`src/rtl/fdd_pkg.sv`:
```
// Package for the feed record descrambler.
// Holds item kinds, register indexes, mode codes and fixed byte constants.
// No dependencies.
package fdd_pkg;

  // Kind of an input beat, carried in tuser
  localparam logic CMD_LEARN = 1'b0;
  localparam logic CMD_DATA  = 1'b1;

  // Configuration register indexes
  localparam logic CFG_PRESET_MASK  = 1'b0;
  localparam logic CFG_PRESET_VALID = 1'b1;

  localparam int unsigned MASK_W = 64;
  localparam int unsigned BYTE_W = 8;

  // Byte constants
  localparam logic [7:0] LEARN_SKIP_BYTE = 8'h7f;
  localparam logic [7:0] LOW_PAIR        = 8'h00;
  localparam logic [7:0] LOW_INVERT      = 8'hff;
  localparam logic [7:0] RUN_OFFSET      = 8'h1c;
  localparam logic [7:0] LEN_EXTENDED    = 8'd24;
  localparam logic [7:0] PAIR_LAST_POS   = 8'd23;
  localparam logic [7:0] PAIR_EXTRA_POS  = 8'd27;
  localparam logic [7:0] INV_LAST_POS    = 8'd19;
  localparam logic [7:0] INV_EXT_POS     = 8'd23;

  typedef enum logic [1:0] {
    MODE_PASS,
    MODE_PAIR,
    MODE_INVERT,
    MODE_RUN
  } fdd_mode_e;

  // Mode selection handed to the byte transform
  typedef struct packed {
    fdd_mode_e  mode;
    logic [7:0] low;
  } fdd_mode_t;

endpackage

```
`src/rtl/fdd_byte_xform.sv`:
```
// Per-byte descramble transform for the feed record descrambler.
// Combinational; depends on fdd_pkg for mode codes and constants.
module fdd_byte_xform
  import fdd_pkg::*;
(
  input  fdd_mode_t  mode_i,
  input  logic [7:0] byte_i,
  input  logic [7:0] pos_i,
  input  logic [7:0] len_i,
  input  logic [7:0] prev_i,
  output logic [7:0] byte_o
);

  logic       long_rec;
  logic       pair_hit;
  logic       inv_hit;
  logic       run_hit;
  logic [7:0] run_key;

  // Decode which positions each mode touches
  assign long_rec = len_i > LEN_EXTENDED;
  assign pair_hit = ((pos_i[1:0] == 2'b11) && (pos_i <= PAIR_LAST_POS))
                    || ((pos_i == PAIR_EXTRA_POS) && long_rec);
  assign inv_hit  = (pos_i <= INV_LAST_POS) || ((pos_i <= INV_EXT_POS) && long_rec);
  assign run_hit  = !pos_i[0] && (pos_i < len_i);
  assign run_key  = mode_i.low + len_i - RUN_OFFSET - pos_i;

  // Apply the selected mode
  always_comb begin
    byte_o = byte_i;
    case (mode_i.mode)
      MODE_PASS:   byte_o = byte_i;
      MODE_PAIR:   if (pair_hit) byte_o = byte_i ^ prev_i;
      MODE_INVERT: if (inv_hit) byte_o = ~byte_i;
      MODE_RUN:    if (run_hit) byte_o = byte_i ^ run_key;
      default:     byte_o = byte_i;
    endcase
  end

endmodule

```
`src/rtl/feed_record_descrambler.sv`:
```
// Top level of the feed record descrambler: input register, mask and record
// state, result register. Depends on fdd_pkg and fdd_byte_xform.
//
//  channel  | direction | handshake          | payload
//  ---------+-----------+--------------------+------------------------------------------
//  s_axis   | in        | tvalid/tready      | tdata words+byte+length, tuser kind, tlast
//  m_axis   | out       | tvalid/tready      | tdata plain byte+mask ready, tlast
//  cfg      | in        | cfg_we_i           | cfg_addr_i index, cfg_wdata_i value
//
// One beat per cycle sustained while the result side takes beats; a beat passes
// through the input register, then the result register, and is held in place under
// a stall.
// Record position and previous byte update as the beat leaves the input
// register, so back-to-back bytes of a record see each other's state.
// A stalled result holds; the input side keeps accepting while the result
// register is empty or being taken, or while the input register is empty.
// Reset clears the mask state, record state and both valid flags.
module feed_record_descrambler
  import fdd_pkg::*;
#(
  parameter int unsigned MAX_RECORD_BYTES = 255
) (
  input  logic          clk_i,
  input  logic          rst_ni,
  // tdata: known_word[63:0], masked_word[127:64], data_byte[135:128],
  //        record_length[143:136]
  input  logic [143:0]  s_axis_tdata,
  // tuser: cmd
  input  logic          s_axis_tuser,
  input  logic          s_axis_tlast,
  input  logic          s_axis_tvalid,
  output logic          s_axis_tready,
  // tdata: plain_byte[7:0], mask_ready[8], zero fill[15:9]
  output logic [15:0]   m_axis_tdata,
  output logic          m_axis_tlast,
  output logic          m_axis_tvalid,
  input  logic          m_axis_tready,
  input  logic          cfg_we_i,
  input  logic          cfg_addr_i,
  input  logic [63:0]   cfg_wdata_i
);

  localparam logic [7:0] PosMax = 8'(MAX_RECORD_BYTES);

  // Configuration registers
  logic [63:0] preset_mask_q;
  logic        preset_valid_q;

  // Mask and record state
  logic [63:0] learned_mask_q, learned_mask_d;
  logic        learned_flag_q, learned_flag_d;
  logic [7:0]  pos_q, pos_d;
  logic [7:0]  prev_q, prev_d;

  // Input register
  logic        in_valid_q;
  logic        in_cmd_q;
  logic        in_last_q;
  logic [63:0] in_known_q;
  logic [63:0] in_masked_q;
  logic [7:0]  in_byte_q;
  logic [7:0]  in_len_q;

  // Result register
  logic        out_valid_q;
  logic [7:0]  out_byte_q, out_byte_d;
  logic        out_last_q, out_last_d;
  logic        out_ready_q, out_ready_d;

  logic        advance;
  logic        fire;
  logic        held;
  logic        learn_take;
  logic [63:0] mask;
  fdd_mode_t   mode;
  logic [7:0]  xform_byte;

  // Handshake: the stage moves when the result register is free or drains
  assign advance       = !out_valid_q || m_axis_tready;
  assign s_axis_tready = !in_valid_q || advance;
  assign fire          = in_valid_q && advance;

  // Hold the configuration writes
  always_ff @(posedge clk_i or negedge rst_ni) begin
    if (!rst_ni) begin
      preset_mask_q  <= '0;
      preset_valid_q <= 1'b0;
    end else if (cfg_we_i) begin
      case (cfg_addr_i)
        CFG_PRESET_MASK:  preset_mask_q  <= cfg_wdata_i;
        CFG_PRESET_VALID: preset_valid_q <= cfg_wdata_i[0];
        default:          preset_valid_q <= preset_valid_q;
      endcase
    end
  end

  // Capture an input beat
  always_ff @(posedge clk_i or negedge rst_ni) begin
    if (!rst_ni) begin
      in_valid_q <= 1'b0;
    end else if (s_axis_tready) begin
      in_valid_q <= s_axis_tvalid;
    end
  end

  always_ff @(posedge clk_i) begin
    if (s_axis_tready && s_axis_tvalid) begin
      in_cmd_q    <= s_axis_tuser;
      in_last_q   <= s_axis_tlast;
      in_known_q  <= s_axis_tdata[63:0];
      in_masked_q <= s_axis_tdata[127:64];
      in_byte_q   <= s_axis_tdata[135:128];
      in_len_q    <= s_axis_tdata[143:136];
    end
  end

  // Select the held mask and its mode
  always_comb begin
    held = preset_valid_q || learned_flag_q;
    mask = preset_valid_q ? preset_mask_q : learned_mask_q;
    mode.low = mask[7:0];
    if (!held || (mask == '0)) begin
      mode.mode = MODE_PASS;
    end else if (mask[7:0] == LOW_PAIR) begin
      mode.mode = MODE_PAIR;
    end else if (mask[7:0] == LOW_INVERT) begin
      mode.mode = MODE_INVERT;
    end else begin
      mode.mode = MODE_RUN;
    end
  end

  fdd_byte_xform u_xform (
    .mode_i (mode),
    .byte_i (in_byte_q),
    .pos_i  (pos_q),
    .len_i  (in_len_q),
    .prev_i (prev_q),
    .byte_o (xform_byte)
  );

  // Learn, advance the record position, form the result
  always_comb begin
    learned_mask_d = learned_mask_q;
    learned_flag_d = learned_flag_q;
    pos_d          = pos_q;
    prev_d         = prev_q;
    learn_take     = !held && (in_known_q[7:0] != LEARN_SKIP_BYTE);
    out_byte_d     = '0;
    out_last_d     = 1'b0;
    out_ready_d    = held;
    case (in_cmd_q)
      CMD_LEARN: begin
        if (learn_take) begin
          learned_mask_d = in_known_q ^ in_masked_q;
          learned_flag_d = 1'b1;
          out_ready_d    = 1'b1;
        end
      end
      CMD_DATA: begin
        out_byte_d = xform_byte;
        out_last_d = in_last_q;
        if (in_last_q) begin
          pos_d  = '0;
          prev_d = '0;
        end else begin
          prev_d = in_byte_q;
          if (pos_q < PosMax) pos_d = pos_q + 8'd1;
        end
      end
      default: out_byte_d = '0;
    endcase
  end

  always_ff @(posedge clk_i or negedge rst_ni) begin
    if (!rst_ni) begin
      learned_mask_q <= '0;
      learned_flag_q <= 1'b0;
      pos_q          <= '0;
      prev_q         <= '0;
    end else if (fire) begin
      learned_mask_q <= learned_mask_d;
      learned_flag_q <= learned_flag_d;
      pos_q          <= pos_d;
      prev_q         <= prev_d;
    end
  end

  // Result register
  always_ff @(posedge clk_i or negedge rst_ni) begin
    if (!rst_ni) begin
      out_valid_q <= 1'b0;
    end else if (advance) begin
      out_valid_q <= in_valid_q;
    end
  end

  always_ff @(posedge clk_i) begin
    if (fire) begin
      out_byte_q  <= out_byte_d;
      out_last_q  <= out_last_d;
      out_ready_q <= out_ready_d;
    end
  end

  assign m_axis_tvalid = out_valid_q;
  assign m_axis_tlast  = out_last_q;
  assign m_axis_tdata  = {7'b0, out_ready_q, out_byte_q};

endmodule

```
`config.mk`:
```
export PLATFORM = sky130hd
export DESIGN_NAME = feed_record_descrambler
export DESIGN_NICKNAME = d
export VERILOG_FILES = /design/src/rtl/fdd_pkg.sv /design/src/rtl/fdd_byte_xform.sv /design/src/rtl/feed_record_descrambler.sv
export SDC_FILE = /design/constraint.sdc
export NUM_CORES = 1
export LEC_CHECK = 0
export BUFFER_PORTS_ARGS = -buffer_cell sky130_fd_sc_hd__clkbuf_2
export CORE_MARGIN = 4
export CORE_UTILIZATION = 62
export CTS_BUF_LIST = sky130_fd_sc_hd__clkbuf_4 sky130_fd_sc_hd__clkbuf_8
export DETAILED_ROUTE_END_ITERATION = 7
export GPL_TIMING_DRIVEN = 0
export MAX_ROUTING_LAYER = met4
export PLACE_DENSITY = 0.95
export SLEW_MARGIN = 30
export SYNTH_ARGS = -nofsm -noshare
export SYNTH_HDL_FRONTEND = slang
export SYNTH_HIERARCHICAL = 1
export SYNTH_SLANG_ARGS = --single-unit
```
`constraint.sdc`:
```
create_clock -name clk_i -period 7.15 [get_ports clk_i]
set_clock_uncertainty 0.05 [all_clocks]
set_input_delay 0.3575 -clock clk_i [delete_from_list [all_inputs] [get_ports clk_i]]
set_output_delay 0.3575 -clock clk_i [all_outputs]
set_load 0.01 [all_outputs]
```
# Word level (Yosys, flattened, before mapping)
# Cells that the tools add are included.
dict set report word_totals {
  elab_cells 78
  register_bits 304
}
dict set report op_classes {
  n_lt_le_gt_ge 5
  bitwise 6
  add_sub_neg 4
  n_reduce_logical 26
  eq_ne 7
  muxes 13
}
# op n
set op_table {}
lappend op_table {{logical NOT 64 bit} 1}
lappend op_table {{two-way mux 64 bit} 1}
lappend op_table {{bitwise XOR 64 bit} 1}
lappend op_table {{two-way mux 8 bit} 6}
lappend op_table {{one-hot mux 8 bit (4 select lines)} 1}
lappend op_table {{less-or-equal comparator 8 x 5 -> 1 bit, second input constant} 2}
lappend op_table {{bitwise XOR 8 bit} 2}
lappend op_table {{adder 8 x 1 -> 8 bit, second input constant} 1}
lappend op_table {{adder 8 bit} 1}
lappend op_table {{== test 8 x 5 -> 1 bit, second input constant} 1}
lappend op_table {{== test 8 bit, second input constant} 1}
lappend op_table {{greater-than comparator 8 x 5 -> 1 bit, second input constant} 1}
lappend op_table {{logical NOT 8 bit} 1}
lappend op_table {{< comparator 8 bit} 1}
lappend op_table {{< comparator 8 bit, second input constant} 1}
lappend op_table {{!= test 8 x 7 -> 1 bit, second input constant} 1}
lappend op_table {{inverter 8 bit} 1}
lappend op_table {{subtractor 8 x 5 -> 8 bit, second input constant} 1}
lappend op_table {{subtractor 8 bit} 1}
lappend op_table {{logical AND 1 bit} 7}
lappend op_table {{== test 2 bit, second input constant} 3}
lappend op_table {{logical OR 1 bit} 6}
lappend op_table {{AND reduction 2 bit} 3}
lappend op_table {{AND reduction 3 bit} 2}
lappend op_table {{7 further kinds} 14}

# Logic depth before layout (Yosys ltp)
dict set report logic_depth {
  depth_word 7
  ltp_mapped 16
}

# Modules after synthesis
# The synthesis kept the hierarchy.
# module cells_per_inst instances area_each_um2 seq_area_each_um2
set modules_own_cells {}
lappend modules_own_cells {feed_record_descrambler 754 1 11402.2 8388.0}
lappend modules_own_cells {fdd_byte_xform 123 1 1062.3 0.0}

# Worst setup path after synthesis
# OpenSTA, ideal clock, no wires.
dict set report synth_timing {
  path_type {reg-to-reg}
  startpoint {register out_valid_q (netlist: m_axis_tvalid)}
  endpoint {register in_byte_q[0] (enable)}
  t_arrival_ns 3.983
  stages_incl_launch_ff 3
  synth_period_minus_slack_ns 4.557
  setup_slack_ns 2.593
  setup_time_ns 0.523
  path_buffers 0
  cell_sequence {dfrtp_1 > nand3b_1 > and2_1}
}
dict set report synth_via {
  elab_chain_cells 4
}
# element line_no
set synth_rtl {}
lappend synth_rtl {{start, declared} feed_record_descrambler.sv:65} ;# logic out_valid_q;
lappend synth_rtl {{start signal, assigned} feed_record_descrambler.sv:194} ;# out_valid_q <= in_valid_q;
lappend synth_rtl {{logical NOT 1 bit} feed_record_descrambler.sv:79} ;# assign advance = !out_valid_q || m_axis_tready;
lappend synth_rtl {{logical OR 1 bit} feed_record_descrambler.sv:79}
lappend synth_rtl {{logical OR 1 bit} feed_record_descrambler.sv:80} ;# assign s_axis_tready = !in_valid_q || advance;
lappend synth_rtl {{named net s_axis_tready} feed_record_descrambler.sv:32} ;# output logic s_axis_tready,
lappend synth_rtl {{logical AND 1 bit} feed_record_descrambler.sv:107} ;# if (s_axis_tready && s_axis_tvalid) begin
lappend synth_rtl {{end signal, assigned} feed_record_descrambler.sv:112} ;# in_byte_q <= s_axis_tdata[135:128];
lappend synth_rtl {{end, declared} feed_record_descrambler.sv:61} ;# logic [7:0] in_byte_q;
# The timed path passes the listed nets, and every way through them passes these cells.
# A chain may end at the register's enable or synchronous reset.

# Final worst setup path
dict set report layout_timing {
  startpoint {register preset_valid_q}
  endpoint {register out_byte_q[6] (data pin)}
}
dict set report layout_via {
  elab_chain_cells 7
  elab_cells_between_ends 20
  cone_classes {add/sub: 3; eq/ne: 4; mux: 6; bitwise: 1; reduce/logical: 6}
}
# element line_no
set layout_rtl {}
lappend layout_rtl {{start, declared} feed_record_descrambler.sv:47} ;# logic preset_valid_q;
lappend layout_rtl {{start signal, assigned} feed_record_descrambler.sv:91} ;# CFG_PRESET_VALID: preset_valid_q <= cfg_wdata_i[0];
lappend layout_rtl {{start signal, assigned} feed_record_descrambler.sv:92} ;# default: preset_valid_q <= preset_valid_q;
lappend layout_rtl {{two-way mux 64 bit (*)} feed_record_descrambler.sv:120} ;# mask = preset_valid_q ? preset_mask_q : learned_mask_q;
lappend layout_rtl {{named net mask[1]} feed_record_descrambler.sv:74} ;# logic [63:0] mask;
lappend layout_rtl {{adder 8 bit / == test 8 bit (equally long branches)} {fdd_byte_xform.sv:26, feed_record_descrambler.sv:126}}
lappend layout_rtl {{subtractor 8 x 5 -> 8 bit / two-way mux 1 bit (equally long branches)} {fdd_byte_xform.sv:26, feed_record_descrambler.sv:126}}
lappend layout_rtl {{subtractor 8 bit / two-way mux 2 bit (equally long branches)} {fdd_byte_xform.sv:26, feed_record_descrambler.sv:124}}
lappend layout_rtl {{bitwise XOR 8 bit / two-way mux 2 bit (equally long branches)} {fdd_byte_xform.sv:35, feed_record_descrambler.sv:122}}
lappend layout_rtl {{two-way mux 8 bit, or another cell as far along} fdd_byte_xform.sv:35} ;# MODE_RUN: if (run_hit) byte_o = byte_i ^ run_key;
lappend layout_rtl {{one-hot mux 8 bit (4 select lines) (*)} fdd_byte_xform.sv:31} ;# case (mode_i.mode)
lappend layout_rtl {{named net xform_byte[6]} feed_record_descrambler.sv:76} ;# logic [7:0] xform_byte;
lappend layout_rtl {{end signal, assigned} feed_record_descrambler.sv:200} ;# out_byte_q <= out_byte_d;
lappend layout_rtl {{end, declared} feed_record_descrambler.sv:66} ;# logic [7:0] out_byte_q, out_byte_d;
# The timed path passes the listed nets; every way through them passes the cells marked *.

==> results.toml <==
[status]
outcome = "completed"

[finish]
final_layout_size_suffix_gt1_share_pct = 30.7
final_nets = 1620
synthToLayoutAreaGrowth_pct = 38.0

[drt]
drt_iter0_drc = 1392
detail_route.wl_per_cell_um = 24.6
detail-route-antenna-nets = 0
postRouteWirelength_um = 41400
drc = 0
number_of_vias_in_the_routed_layout = 9977
drt-pass1-iter-count = 6
avgViaCountPerCell = 5.93

[timing]
max_freq_mhz = 246
min_period_over_period_pct = 56.8
rsz0062_at_grt = "false"
setup_total_negative_slack_ps = 0
finalSetupViolations = 0
timing.slew.headroom_pct = 56.4
report.final.slew_viol_count = 0
final.setup.worst_slack_ps = 3090
report.final.hold_viol_count = 0
worst-slew-pin-transition_ps = 653
final_period_minus_worst_setup_slack_ps = 4060

[global_route]
pin_count_of_the_biggest_net_entering_global_routing = 82
via_count_of_the_first_global_routing_pass = 11000
gr-usage-all-layers_pct = 38.8
antenna_found_initial = 2
grt_remaining_overflow = 0
grt_pass1_wl_um = 62800

[floorplan]
die_area_sq_um = 22400
std_cell_rows = 51
fp.dieW_um = 150
die_height_um = 150
floorplan.core_area_sq_um = 19600
floorplan.initialDensity_pct = 63.6
io-pin-count = 235

[yosys]
synth-main-ff-cell = "sky130_fd_sc_hd__edfxtp_1"
seq_cells_post_synth = 304
synth_seq_area_share_pct = 67.3
synth_common_cells = "156 x sky130_fd_sc_hd__edfxtp_1, 148 x sky130_fd_sc_hd__dfrtp_1, 79 x sky130_fd_sc_hd__xnor2_1, 77 x sky130_fd_sc_hd__nor2_1, 71 x sky130_fd_sc_hd__a21oi_1"
synth_enable_flop_cells = 156
synthesis.instances = 877
share_of_flip_flops_with_an_asynchronous_set_or_reset_pct = 48.7
cell_types_with_the_largest_area_share_after_synthesis = "sky130_fd_sc_hd__edfxtp_1 38%, sky130_fd_sc_hd__dfrtp_1 30%, sky130_fd_sc_hd__mux2_2 6.2%"
synth_top_cell_area_share_pct = 37.6
ys_warn_count = 6
post-synth-top-count-cell = "sky130_fd_sc_hd__edfxtp_1"
postSynthAreaPerCell_sq_um = 14.2
synthDominantAreaCellType = "sky130_fd_sc_hd__edfxtp_1"
mappedNetlistArea_sq_um = 12500
synth_cell_types = 60

[place]
place.gp.congestion = 0.860
port_buffers = 227
pre_cts_slack_ps = 3220
place.detailed.hpwl_um = 20000

[clock_tree]
cts_repair_resize_count = 0
cts_root_buf = "sky130_fd_sc_hd__clkbuf_8"
max-clock-path-buffers = 3
clock_latency_ps = 600
cts-hold-fix-buffers = 211
cts_setup_buffers = 0
tritoncts_num_sinks = 304
h-tree-depth = 2
clock_transition_at_the_register_clock_pins_on_the_worst_setup_and_hold_paths_after_cts_ps = 60
numCtsBuffers = 48
cts_tree = "done"

[critical_path]
worst-endpoint-arrival_ps = 4330
critical_path.max_stage_delay_ps = 480
cpLargestDelayFamily = "adder cells"
worstSetupStartpointType = "flop"
critPathSlowestCell = "sky130_fd_sc_hd__fa_1"
critical_path.max_fanout = 10
worstPathCellList = "buf_6 -> buf_6 -> mux2_2 -> fa_1 -> fa_1 -> ha_1 -> a21o_1 -> a311o_1 -> a21oi_1 -> xnor2_1 -> a221oi_2 -> xnor2_1 -> and2_1"
worstSetupEndpointType = "flop"
critical_path_buf_inv_count = 2
cp.required_ps = 7420
critPathKind = "reg2reg"

[run]
maxCapViolations = 0

[hold_path]
hold_class = "in2reg"

[power]
max_vdd_drop_mv = 0.220
leakage_power_nw = 7.23
p_per_area_nw_per_um2 = 319
total_power_of_the_final_layout_mw = 5.48
==> logic make-up (layout without fill, tap and decap cells) <==
| group | count (synthesis) | in the layout | synth area share, % |
|---|---|---|---|
| adders and majority gates | 29 | 29 | 3.33 |
| DFF | 304 | 304 | 67.3 |
| other | 1 | 10 | 0.0301 |
| and+or+nand+nor | 201 | 201 | 8.47 |
| buffers and inverters | 69 | 600 | 2.81 |
| muxes | 75 | 75 | 6.72 |
| xor gates and xnor gates | 79 | 79 | 5.55 |
| AOI/OAI and AO/OA | 119 | 119 | 5.79 |
==> metrics by stage <==
step	hold slack, ps	utilization (%)	cells	area, sq um
after floorplan	11.9	-	883	12500
after global placement	416	71.2	1375	14000
after detailed placement	338	71.8	1379	14100
after CTS	9.89	87.7	1679	17200
after global routing	14.0	87.8	1681	17200
final	32.7	87.8	1682	17200
==> flip-flops by register name (all words and copies together) (netlist names), 8 cells and up <==
| register | flops |
|---|---|
| in_len_q | 8 |
| in_known_q | 64 |
| preset_mask_q | 64 |
| out_byte_q | 8 |
| prev_q | 8 |
| in_byte_q | 8 |
| learned_mask_q | 64 |
| pos_q | 8 |
| in_masked_q | 64 |
==> power by group <==
| part | switching (mW) | internal, mW | leakage, nW | total (mW) |
|---|---|---|---|---|
| Combinational | 0.746 | 0.666 | 3.47 | 1.41 |
| Clock | 0.758 | 0.843 | 0.546 | 1.60 |
| Sequential | 0.276 | 2.20 | 3.22 | 2.47 |
==> path summary, 6_finish.rpt <==
kind	startpoint	endpoint	slack (ps)	cells past startpoint
worst max-delay path	preset_valid_q	out_byte_q[6]	3090	13
max in group asynchronous	rst_ni	learned_mask_q[1]	5910	3
min in group asynchronous	rst_ni	learned_mask_q[22]	310	2
worst max register to register	preset_valid_q	out_byte_q[6]	3090	13
worst min-delay path	cfg_wdata_i[14]	preset_mask_q[14]	30	2
worst min register to register	prev_q[5]	prev_q[5]	440	2
==> metal layers <==
metal / share of wire [%] / global-route usage [%] / up-vias
li1: - / - / 4144
met3: 10 / 8.60 / 208
met4: 5.5 / 18.7 / 0
met1: 34 / 43.5 / 4795
met2: 51 / 66.1 / 830
met5: 0 / - / -
==> layout by cell type, fill, tap and decap left out, types with 6 or more instances in the layout <==
cell type	n
sky130_fd_sc_hd__clkbuf_8	59
sky130_fd_sc_hd__clkbuf_2	226
sky130_fd_sc_hd__nand4_1	11
sky130_fd_sc_hd__xnor2_1	79
sky130_fd_sc_hd__nor2_1	77
sky130_fd_sc_hd__nand2_1	29
sky130_fd_sc_hd__mux2_2	69
sky130_fd_sc_hd__buf_2	16
sky130_fd_sc_hd__buf_4	13
sky130_fd_sc_hd__dfrtp_1	148
sky130_fd_sc_hd__inv_1	31
sky130_fd_sc_hd__a21oi_1	71
sky130_fd_sc_hd__nor4_1	26
sky130_fd_sc_hd__clkinv_2	6
sky130_fd_sc_hd__conb_1	7
sky130_fd_sc_hd__edfxtp_1	156
sky130_fd_sc_hd__o21ai_0	14
sky130_fd_sc_hd__clkbuf_4	19
sky130_fd_sc_hd__fa_1	7
sky130_fd_sc_hd__nand3_1	7
sky130_fd_sc_hd__ha_1	22
sky130_fd_sc_hd__clkbuf_1	6
sky130_fd_sc_hd__dlygate4sd3_1	211
sky130_fd_sc_hd__mux2i_1	6
sky130_fd_sc_hd__and2_1	13
==> area by class of cell <==
type	count	area (sq um)
flip-flops and latches	304	8390
multi-input cells	510	3750
repair buffers	442	3350
fillers	755	2390
clock buffers	77	941
well taps	265	332
plain buffers	38	234
inverters	31	116
clock inverters	12	76.3
diodes	3	7.51
Power figures use the tool's default switching activity.
